$ cat src/design/bscp_pkg.sv
// ----------------------------------------------------------------------------
// bscp_pkg
// Shared types and constants of the bit-sliced column page.
// ----------------------------------------------------------------------------
package bscp_pkg;

  localparam int OP_W     = 3;
  localparam int KEY_W    = 16;
  localparam int ROWIDX_W = 12;
  localparam int WIDX_W   = 6;
  localparam int WORD_W   = 64;
  localparam int POS_W    = 6;
  localparam int ST_W     = 2;
  localparam int RC_W     = 13;
  localparam int DEPTH_W  = 5;
  localparam int LEN_W    = 13;
  localparam int CFG_W    = 13;

  localparam logic [OP_W-1:0] OP_APPEND   = 3'd0;
  localparam logic [OP_W-1:0] OP_ACCESS   = 3'd1;
  localparam logic [OP_W-1:0] OP_SEEK_AND = 3'd2;
  localparam logic [OP_W-1:0] OP_SEEK_OR  = 3'd3;
  localparam logic [OP_W-1:0] OP_SELECT   = 3'd4;

  localparam logic [ST_W-1:0] ST_OK    = 2'd0;
  localparam logic [ST_W-1:0] ST_FULL  = 2'd1;
  localparam logic [ST_W-1:0] ST_EMPTY = 2'd2;

  localparam logic CFG_INITIAL_DEPTH = 1'b0;
  localparam logic CFG_START_LENGTH  = 1'b1;

  typedef enum logic [1:0] {
    MODE_AND,
    MODE_OR,
    MODE_ROW,
    MODE_APPEND
  } mode_t;

  typedef struct packed {
    logic               load;
    logic               step;
    mode_t              mode;
    logic [DEPTH_W-1:0] plane;
    logic [POS_W-1:0]   pos;
    logic [KEY_W-1:0]   key;
    logic [WORD_W-1:0]  init;
  } unit_ctrl_t;

endpackage

$ cat src/design/bscp_plane_unit.sv
// ----------------------------------------------------------------------------
// bscp_plane_unit
// Shared plane unit: folds one plane word per step into the seek word,
// gathers row key bits, or forms the append write-back word.
// ----------------------------------------------------------------------------
module bscp_plane_unit (
  input  logic                           clk,
  input  bscp_pkg::unit_ctrl_t           ctrl,
  input  logic [bscp_pkg::WORD_W-1:0]    rdata,
  output logic [bscp_pkg::WORD_W-1:0]    acc,
  output logic [bscp_pkg::KEY_W-1:0]     row_key,
  output logic [bscp_pkg::WORD_W-1:0]    wdata,
  output logic                           we
);

  logic                        in_key;
  logic                        kbit;
  logic [bscp_pkg::WORD_W-1:0] m;

  assign in_key = ctrl.plane < bscp_pkg::DEPTH_W'(bscp_pkg::KEY_W);
  assign kbit   = in_key && ctrl.key[ctrl.plane[3:0]];
  assign m      = kbit ? rdata : ~rdata;
  assign wdata  = rdata | (bscp_pkg::WORD_W'(1) << ctrl.pos);
  assign we     = ctrl.step && (ctrl.mode == bscp_pkg::MODE_APPEND) && kbit;

  always_ff @(posedge clk) begin
    if (ctrl.load) begin
      acc     <= ctrl.init;
      row_key <= '0;
    end else if (ctrl.step) begin
      case (ctrl.mode)
        bscp_pkg::MODE_AND: acc <= acc & m;
        bscp_pkg::MODE_OR:  acc <= acc | m;
        bscp_pkg::MODE_ROW: begin
          if (in_key) begin
            row_key[ctrl.plane[3:0]] <= rdata[ctrl.pos];
          end
        end
        default: ;
      endcase
    end
  end

endmodule

$ cat config.mk
export PLATFORM = sky130hd
export DESIGN_NAME = bscp_plane_unit
export DESIGN_NICKNAME = d
export VERILOG_FILES = /design/src/design/bscp_pkg.sv /design/src/design/bscp_plane_unit.sv
export SDC_FILE = /design/constraint.sdc
export NUM_CORES = 1
export LEC_CHECK = 0
export BUFFER_PORTS_ARGS = -buffer_cell sky130_fd_sc_hd__buf_4
export CORE_MARGIN = 1
export CORE_UTILIZATION = 40
export DETAILED_ROUTE_END_ITERATION = 10
export PLACE_DENSITY = 0.8
export SYNTH_ARGS = -nofsm -noshare
export SYNTH_HDL_FRONTEND = slang
export SYNTH_SLANG_ARGS = --single-unit
$ cat constraint.sdc
create_clock -name clk -period 2.53 [get_ports clk]
set_input_delay 0.253 -clock clk [delete_from_list [all_inputs] [get_ports clk]]
set_output_delay 0.253 -clock clk [all_outputs]
set_load 0.03 [all_outputs]
Word level (Yosys, flattened, before mapping)
Cells that the tools add are included.

Register bits: 80. Output and inout port bits: 145. Bits of input ports: 160.

Mux-type cells: 11. Reduce and logical (&&, ||, !) cells: 9. $lt $le $gt $ge: 4. Shift operators: 1. Bitwise gates (word level): 4. Equality and inequality tests: 3.

Operators with widths (number): $mux W64 (3); $or A64 B64 Y64 (2); $pmux W64 S2 (1); $and A64 B64 Y64 (1); $not A64 Y64 (1); $shl A1 B6 Y64 const A (1); $bwmux W16 (1); $lt A6 B7 Y1 const B (1); $bmux W1 S6 (1); $lt A4 B5 Y1 const B (1); $lt A5 B5 Y1 const B (1); $bmux W1 S4 (1); $demux W1 S4 (1); $eq A2 B2 Y1 const B (2); $ge A4 B1 Y1 const B (1); $logic_and A1 B1 Y1 (4); $mux W1 (3); $reduce_and A3 Y1 (1); $reduce_bool A3 Y1 (1); $eq A2 B1 Y1 const B (1); $logic_not A2 Y1 (1); $reduce_and A2 Y1 (1); $reduce_bool A2 Y1 (1).

Longest topological paths before layout
Gate-level depths: netlist of the first run.

Depth in word-level cells: 8. Mapped depth: 10. Mapped depth without buffers: 6.

Worst setup path after synthesis of the first run
OpenSTA, ideal clock, no wires.

Path type: input-to-reg. Start: in ctrl[94] in the netlist's numbering. End: reg acc[0] in the netlist's numbering, enable pin. Slack: -0.026 ns. Setup time: 0.421 ns. Arrival: 2.136 ns. Stages on the path: 3. Cells stage by stage: clkbuf_1 -> clkbuf_1 -> a21o_1.

Cells in the longest elaborated chain, start to end: 2.

Ends and longest elaborated chain: start: declaration (RTL line bscp_plane_unit.sv:8) `input bscp_pkg::unit_ctrl_t ctrl,`; $reduce_bool A3 Y1 (no source line) or $reduce_bool A2 Y1 (tied branches); $reduce_and A2 Y1 (no source line) *; end signal: assignment (RTL line bscp_plane_unit.sv:28) `acc <= ctrl.init;`; end signal: assignment (RTL line bscp_plane_unit.sv:32) `bscp_pkg::MODE_AND: acc <= acc & m;`; end signal: assignment (RTL line bscp_plane_unit.sv:33) `bscp_pkg::MODE_OR: acc <= acc | m;`; end: declaration (RTL line bscp_plane_unit.sv:10) `output logic [bscp_pkg::WORD_W-1:0] acc,`.

Every way passes the cells marked *; elsewhere a longest branch is shown, timed or not. A chain may end at the register's enable or synchronous reset.

Worst setup path in the final report of the first run
Start: in ctrl[86] in the netlist's numbering. End: out we.

Cells in the longest elaborated chain, start to end: 4.

Ends and longest elaborated chain: $bmux W1 S4 (RTL line bscp_plane_unit.sv:21) `assign kbit = in_key && ctrl.key[ctrl.plane[3:0]];`; $mux W1 (implied by the code) (RTL line bscp_plane_unit.sv:21); $logic_and A1 B1 Y1 * (RTL line bscp_plane_unit.sv:21); $logic_and A1 B1 Y1 * (RTL line bscp_plane_unit.sv:24) `assign we = ctrl.step && (ctrl.mode == bscp_pkg::MODE_APPEND) && kbit;`; end: declaration (RTL line bscp_plane_unit.sv:13) `output logic we`.

Every way passes the cells marked *; elsewhere a longest branch is shown, timed or not. The select of a mux whose other input is x is not followed.

==> results.yml, run 1 <==
placed_design:
  io_buffers: 304
  gp_congestion: 0.804
  dp_hpwl_mm: 18.7
  dp.cells: 1257
sta:
  setup_viol: 0
  fmax_ghz: 0.429
  finClkSkew_ps: 0
  drv_slew: 0
  setup-tns-final_ps: 0
  worst_pin_slew_ps: 689
  slew_headroom_pct: 53.7
  finalCritPeriodShare_pct: 92.1
  fin_crit_ps: 2330
  final-hold-violation-count: 0
  rsz0062_at_grt: "no"
synthesis:
  ys_ff_latch: 80
  synth_area_leaders: "edfxtp_1, a21o_1, o31ai_1"
  yosys.area.top_type: "edfxtp_1"
  synth-edff-count: 64
  yosysWarnings: 0
  synth_ff_type: "edfxtp_1"
  yosysTopAreaCellShare_pct: 28.4
  synth.cell_area_mm2: 0.00676
  synthTopCellsByCount: "a21o_1, nand2_1, a31oi_1"
  async_reset_ff_share_pct: 0
  synth.distinct_cells: 42
  syn_area_per_cell_um2: 8.74
  syn-num-nets: 933
  ys_seq_area_share_pct: 33.2
  synth.most_common_cell: "a21o_1"
  syn_inst: 773
power_and_ir_drop:
  power_leakage_nw: 4.34
  comb_power_share_pct: 36.5
  p_int_mw: 3.12
  switching_share_pct: 35.3
  p_sw_mw: 1.70
  powerDensity_mw_per_mm2: 503
  p_seq_share_pct: 34.7
  p_clk_share_pct: 28.8
  max-vdd-ir-drop_v: 0.000319
clock_network:
  cts_hold_buf: 0
  cts-root-buf: "clkbuf_16"
  post-cts-setup-buffers: 0
  cts_tree: "yes"
  clk_latency_ps: 340
  path_clk_slew_ps: 70
  cts_resized: 0
  cts_max_level: 3
  cts_made_buffers: 9
  cts_num_sinks: 80
  ctsLongestPathBuffers: 2
detailed_routing:
  route.vias.total: 7542
  vias_per_cell: 5.92
  wl_mm: 25.3
  wire_per_inst_um: 19.9
  first_pass_iters: 5
  drcViolationCount: 0
  drt_iter0_markers: 460
  final_antenna_net_count: 0
worst_setup_path:
  cp.arrival_ps: 2080
  endpoint_kind: "output pin"
  startpoint: "ctrl[86]"
  r2r-start: "acc[18]"
  start_kind: "input port"
  rrSetupSlack_ps: 1530
  worstPathMaxFanout: 11
  worstPathRequired_ps: 2280
  rr_worst_depth: 2
  crit_type: "in -> out"
  r2r_end: "acc[18]"
  critPathCapture: "we"
worst_hold_path:
  hold_class: "in -> reg"
floorplanning:
  initial_core_util_pct: 40.9
  ios: 305
  dieArea_mm2: 0.0174
  fp-row-count: 47
  die_w_um: 132
  core_area_mm2: 0.0165
  die_height_um: 132
grt:
  grt_start_max_net_pins: 86
  antenna_found_initial: 0
  track_usage_pct: 28.3
  grt_overflow_total: 0
  grt_pass1_wl_mm: 38.8
  grt_pass1_vias: 7118
final_layout:
  filler_cell_count: 1525
  drive_gt1_share_pct: 38.2
  nNetsFinal: 1208
  synthToLayoutAreaGrowth_pct: 41.7
  diodes: 0
  final_cells: 1273
flow_run:
  drv_cap: 0
status:
  outcome: "completed"
## flip-flops by register name, indices dropped and copies added, names as in the netlist
signal	flops
acc	64
row_key	16
## how the worst min path moves through the flow
| stage | start | to | cells past startpoint |
|---|---|---|---|
| final | ctrl[58] | acc[58] | 3 |
| after global routing | ctrl[3] | acc[3] | 3 |
| after CTS | ctrl[58] | acc[58] | 3 |
| after detailed placement | row_key[7] | row_key[7] | 2 |
| after global placement | row_key[7] | row_key[7] | 2 |
| after floorplan | ctrl[0] | acc[0] | 2 |
## layout by cell type, fill, tap and decap left out, types with 3 or more instances in the layout
| master | synthesis | final |
|---|---|---|
| clkbuf_16 | 0 | 11 |
| a21o_1 | 108 | 107 |
| o21bai_1 | 20 | 20 |
| nand2b_1 | 8 | 8 |
| buf_12 | 0 | 7 |
| nand3b_1 | 16 | 16 |
| nand2_1 | 85 | 85 |
| nor2_1 | 9 | 9 |
| nand4_1 | 3 | 3 |
| or2_2 | 5 | 5 |
| a22oi_1 | 3 | 3 |
| inv_1 | 3 | 3 |
| mux2_2 | 3 | 3 |
| nand3_2 | 30 | 30 |
| o31ai_1 | 63 | 63 |
| mux4_2 | 6 | 6 |
| mux2i_1 | 33 | 33 |
| dfxtp_1 | 16 | 16 |
| o21ai_1 | 10 | 10 |
| a31oi_1 | 66 | 66 |
| nor3_1 | 10 | 10 |
| nand3_1 | 43 | 43 |
| a21oi_1 | 65 | 65 |
| buf_4 | 4 | 328 |
| nor2b_1 | 10 | 9 |
| edfxtp_1 | 64 | 64 |
| o21ai_0 | 6 | 6 |
## per-layer routing
metal	up-vias	routed length (um)	global-route usage (%)	share of wire, %
met4	0	659	10.9	2.6
met3	41	2140	6.15	8.5
met2	380	12300	47.4	49
li1	3554	-	-	-
met5	-	0	0	0
met1	3567	10200	35.6	40
## power groups by stage
stage | clock (mW) | sequential [mW] | combinational (mW)
floorplan | 0 | 1.89 | 0.829
global placement | 0 | 1.69 | 1.72
detailed placement | 0 | 1.69 | 1.75
CTS | 1.41 | 1.67 | 1.76
global route | 1.45 | 1.69 | 1.88
finish | 1.39 | 1.67 | 1.76
## logic make-up (layout without fill, tap and decap cells)
group	after synthesis	in the layout	share of synthesized area [%]
AO/OA/AOI/OAI	347	347	34.7
XOR/XNOR	1	1	0.130
buffers and inverters	74	354	5.87
flip-flops	80	80	33.2
multiplexers	43	43	7.55
AND/OR/NAND/NOR	228	228	18.6
## critical path: stages
cell and delay (ps):
buf_4 160, mux4_2 500, or2_1 210, nand4_1 160
buf_4 200, buf_4 190, and2_1 180, nor2_1 60
buf_4 160
## metrics by stage
| step | total power, mW | hold slack (ps) | instance area [um2] | utilization, % | setup slack, ps |
|---|---|---|---|---|---|
| 2_1_floorplan | 2.72 | 443 | 6760 | - | 394 |
| 3_3_place_gp | 3.41 | 467 | 9260 | 56.1 | 168 |
| 3_5_place_dp | 3.44 | 475 | 9260 | 56.1 | 111 |
| 4_1_cts | 4.84 | 172 | 9580 | 57.9 | 194 |
| 5_1_grt | 5.01 | 185 | 9580 | 57.9 | 126 |
| 6_report | 4.82 | 184 | 9580 | 57.9 | 201 |
## final cells by class
class | instances | area (um2) | share of cell area (%)
Multi-Input combinational cell | 619 | 4130 | 43.2
Timing Repair Buffer | 335 | 2600 | 27.2
Sequential cell | 80 | 2240 | 23.4
Clock buffer | 13 | 294 | 3.07
Tap cell | 220 | 275 | 2.87
Clock inverter | 3 | 17.5 | 0.183
Inverter | 3 | 11.3 | 0.118
Power figures use the tool's default switching activity.
==> inputs of run 2 (changes only) <==
- ABC_AREA: not set -> 1
==> run 2 against run 1 <==
Final area up 0.86%. Largest power group unchanged. Highest routed layer unchanged. Sequential power barely moved. Die area is 4.4% higher. Critical endpoint is now wdata[25]. Wire length increased by 15%. Count of clock-buffer cells in the layout down 3.
==> results.yml, run 2 <==
clock_network:
  cts_tree: "yes"
  ctsLongestPathBuffers: 2
  cts_resized: 0
  clk_latency_ps: 350
  cts_max_level: 3
  cts_made_buffers: 9
  cts_num_sinks: 80
  cts-root-buf: "clkbuf_16"
  cts_hold_buf: 0
  post-cts-setup-buffers: 0
  path_clk_slew_ps: 70
synthesis:
  syn_inst: 1202
  yosys.area.top_type: "edfxtp_1"
  ys_seq_area_share_pct: 31.8
  synthTopCellsByCount: "nand2_1, nor2_1, nand3_1"
  yosysWarnings: 0
  synth_ff_type: "edfxtp_1"
  ys_ff_latch: 80
  yosysTopAreaCellShare_pct: 27.2
  synth.cell_area_mm2: 0.00706
  synth.most_common_cell: "nand2_1"
  synth.distinct_cells: 26
  synth_area_leaders: "edfxtp_1, nand2_1, nand3_1"
  synth-edff-count: 64
  syn_area_per_cell_um2: 5.87
  async_reset_ff_share_pct: 0
  syn-num-nets: 1362
worst_setup_path:
  start_kind: "input port"
  worstPathMaxFanout: 16
  crit_type: "in -> out"
  cp.arrival_ps: 2060
  worstPathRequired_ps: 2280
  endpoint_kind: "output pin"
placed_design:
  dp_hpwl_mm: 21.7
  gp_congestion: 0.993
  io_buffers: 304
sta:
  setup_viol: 0
  fin_crit_ps: 2320
  holdWs_ps: 166
  final-hold-violation-count: 0
  finalCritPeriodShare_pct: 91.5
  setup-tns-final_ps: 0
  rsz0062_at_grt: "no"
  drv_slew: 0
  fmax_ghz: 0.432
  finClkSkew_ps: 0
  slew_headroom_pct: 34.5
  worst_pin_slew_ps: 981
detailed_routing:
  vias_per_cell: 5.37
  drt_iter0_markers: 784
  final_antenna_net_count: 0
  first_pass_iters: 5
  wl_mm: 29.0
  drcViolationCount: 0
  route.vias.total: 9049
  wire_per_inst_um: 17.2
flow_run:
  drv_cap: 0
final_layout:
  top_regs: "acc x64, row_key x16"
  largest_register_ffs: 64
  nNetsFinal: 1615
  diodes: 0
  synthToLayoutAreaGrowth_pct: 36.8
  most-common-layout-cells: "nand2_1, buf_4, nor2_1"
  final_common_cell: "nand2_1"
  largest-register: "acc"
  drive_gt1_share_pct: 24.6
grt:
  antenna_found_initial: 0
  grt_pass1_vias: 8197
  grt_overflow_total: 0
  track_usage_pct: 31.9
  grt_pass1_wl_mm: 44.6
  grt_start_max_net_pins: 145
worst_hold_path:
  hold_class: "in -> reg"
power_and_ir_drop:
  power_leakage_nw: 5.00
  powerDensity_mw_per_mm2: 478
  max-vdd-ir-drop_v: 0.000313
floorplanning:
  die_height_um: 135
  die_w_um: 135
  dieArea_mm2: 0.0182
  fp-row-count: 48
  core_area_mm2: 0.0172
  initial_core_util_pct: 40.9
  ios: 305
status:
  outcome: "completed"
==> run 2: path summary, 6_finish.rpt <==
| check | slack, ps | endpoint | from | cells past startpoint |
|---|---|---|---|---|
| setup / recovery | 210 | wdata[25] | ctrl[81] | 7 |
| hold / removal | 170 | acc[29] | ctrl[29] | 3 |
| setup reg to reg | 1510 | acc[37] | acc[37] | 4 |
| hold reg to reg | 580 | row_key[14] | row_key[14] | 4 |
==> run 2: final cells by class <==
| class | count | area [um2] |
|---|---|---|
| Tap cell | 225 | 282 |
| Clock inverter | 6 | 32.5 |
| Inverter | 105 | 394 |
| Fill cell | 1782 | 7580 |
| Timing Repair Buffer | 318 | 2450 |
| Clock buffer | 10 | 229 |
| Multi-Input combinational cell | 941 | 4030 |
| Sequential cell | 80 | 2240 |
==> run 2: logic make-up after synthesis <==
kind of cell,after synthesis,synth area share [%]
flops,80,31.8
simple gates,855,50.6
buf+inv,181,11.5
compound gates,86,6.13
==> run 2: routing by layer <==
layer | GRT usage (%) | wire length (um) | up-vias
li1 | - | - | 4325
met2 | 50.8 | 13200 | 487
met1 | 41.0 | 11600 | 4144
met4 | 16.7 | 1430 | 0
met5 | 0 | 0 | -
met3 | 6.34 | 2730 | 93
==> run 2: report_power, final <==
group          total (mW)  switching [mW]  leakage, nW  internal, mW
combinational        1.72            1.10         4.08         0.621
clock                1.24           0.583        0.135         0.661
sequential           1.66          0.0919        0.789          1.57
==> run 2: metrics by stage <==
step / util (%) / std cells / setup WS (ps) / cell area (um2) / power, mW
global placement: 54.5 / 1669 / 196 / 9400 / 3.37
global route: 56.0 / 1685 / 67.2 / 9660 / 4.84
finish: 56.0 / 1685 / 214 / 9660 / 4.62
floorplan: - / 1202 / 114 / 7060 / 2.71
CTS: 56.0 / 1685 / 250 / 9660 / 4.62
detailed placement: 54.5 / 1669 / 263 / 9400 / 3.39
==> run 2: critical path: stages <==
cell     delay, ps
buf_4          170
inv_2          250
nand2_1        250
nor2_1         260
nand3_1        180
o21ai_0        440
buf_4          250
==> inputs of run 3 (changes only) <==
- CELL_PAD_IN_SITES_DETAIL_PLACEMENT: not set -> 1
- CELL_PAD_IN_SITES_GLOBAL_PLACEMENT: not set -> 2
- CORE_UTILIZATION: 40 -> 21
- PLACE_DENSITY: 0.8 -> 0.85
- SETUP_SLACK_MARGIN: not set -> 0.05
==> run 3 against run 2 <==
Sequential share of layout area decreased by 1.1 points. Critical path depth unchanged. Wire length increased by 27%. Critical path type unchanged.
==> results.yml, run 3 (synthesis results as in run 2) <==
status:
  outcome: "completed"
sta:
  worst_slack_ps: 300
  slew_headroom_pct: 41.6
  setup-tns-final_ps: 0
  rsz0062_at_grt: "no"
  final-hold-violation-count: 0
  setup_viol: 0
  worst_pin_slew_ps: 876
  finalCritPeriodShare_pct: 88.1
  fmax_ghz: 0.448
  finClkSkew_ps: 0
  drv_slew: 0
  fin_crit_ps: 2230
floorplanning:
  die_height_um: 185
  initial_core_util_pct: 21.5
  fp-row-count: 66
  core_area_mm2: 0.0328
  die_w_um: 185
  dieArea_mm2: 0.0343
  ios: 305
detailed_routing:
  wire_per_inst_um: 19.2
  final_antenna_net_count: 0
  vias_per_cell: 4.63
  drcViolationCount: 0
  wl_mm: 36.7
  drt_iter0_markers: 535
  route.vias.total: 8858
  first_pass_iters: 5
worst_setup_path:
  crit_type: "in -> out"
  worstPathRequired_ps: 2280
  cpMostUsedCell: "buf_4"
  cp_slowest_cell: "o21ai_0"
  r2r-start: "acc[38]"
  start_kind: "input port"
  cp.arrival_ps: 1980
  cp_cell_sequence: "buf_4 > inv_2 > nand2_1 > inv_1 > nand4_1 > o21ai_0 > buf_4"
  r2r_end: "acc[38]"
  worstPathMaxFanout: 23
  path_delay_family: "buffers and inverters"
  endpoint_kind: "output pin"
  rr_worst_depth: 4
  crit_buf_inv: 4
  rrSetupSlack_ps: 1540
  slowest_delay_ps: 570
clock_network:
  clk_latency_ps: 350
  cts_hold_buf: 0
  cts_tree: "yes"
  path_clk_slew_ps: 80
  cts-root-buf: "clkbuf_16"
  cts_num_sinks: 80
  cts_resized: 0
  ctsLongestPathBuffers: 2
  cts_max_level: 3
  post-cts-setup-buffers: 0
  cts_made_buffers: 9
placed_design:
  gp_congestion: 0.995
  dp.cells: 1895
  dp_hpwl_mm: 28.7
  io_buffers: 304
  dp_slack_ps: 350
grt:
  grt_start_max_net_pins: 83
  grt_overflow_total: 0
  grt_pass1_vias: 8961
  antenna_found_initial: 2
  track_usage_pct: 21.1
  grt_pass1_wl_mm: 54.1
final_layout:
  largest_register_ffs: 64
  nNetsFinal: 1624
  top_regs: "acc x64, row_key x16"
  largest-register: "acc"
  final_cells: 1913
  final_common_cell: "nand2_1"
  filler_cell_count: 4294
  synthToLayoutAreaGrowth_pct: 43.4
  most-common-layout-cells: "nand2_1, buf_4, nor2_1"
  drive_gt1_share_pct: 25.2
power_and_ir_drop:
  power_leakage_nw: 5.10
  powerDensity_mw_per_mm2: 490
  max-vdd-ir-drop_v: 0.000274
worst_hold_path:
  min_path_cells: 3
  hold_class: "in -> reg"
  min_from: "ctrl[26]"
  worstHoldEndpoint: "acc[26]"
flow_run:
  drv_cap: 0
run 3: how the worst max path moves through the flow:
stage	start	end	depth (start not counted)	slack [ps]
CTS	ctrl[86]	we	13	340
detailed placement	ctrl[86]	acc[25]	16	350
global route	ctrl[86]	we	13	170
floorplan	ctrl[93]	acc[0]	2	110
global placement	ctrl[80]	wdata[24]	7	370
finish	ctrl[80]	wdata[24]	7	300
run 3: cell type report:
class | instances | area (um2) | share of cell area [%]
Multi-Input combinational cell | 941 | 4030 | 39.8
Timing Repair Buffer | 327 | 2570 | 25.4
Sequential cell | 80 | 2240 | 22.2
Tap cell | 442 | 553 | 5.46
Inverter | 105 | 394 | 3.89
Clock buffer | 13 | 303 | 2.99
Clock inverter | 3 | 26.3 | 0.260
Antenna cell | 2 | 5.00 | 0.0495
run 3: worst register-to-register path, stage by stage (launching register included):
cell	delay, ps
edfxtp_1	440
nor2_1	130
nor2_1	50
nand2_1	90
nand2_1	40
run 3: stage by stage:
step	utilization [%]	instance area (um2)	power [mW]	hold WS, ps
4_1_cts	30.9	10100	5.02	150
5_1_grt	30.9	10100	5.22	159
3_5_place_dp	29.8	9790	3.50	529
2_1_floorplan	-	7060	2.71	434
6_report	30.9	10100	4.96	163
3_3_place_gp	29.8	9790	3.47	525
run 3: report_power, final:
part	switching [mW]	internal, mW	total [mW]
clock network	0.647	0.851	1.50
logic	1.16	0.642	1.80
registers	0.0962	1.56	1.66
run 3: metal layers:
metal	wire length [um]	part of all wire, %	GRT usage [%]	vias up
met5	0	0	0	-
met4	1000	2.7	6.68	0
met3	3170	8.6	6.70	49
met2	17100	46	34.7	285
met1	15500	42	25.8	4184
li1	-	-	-	4340
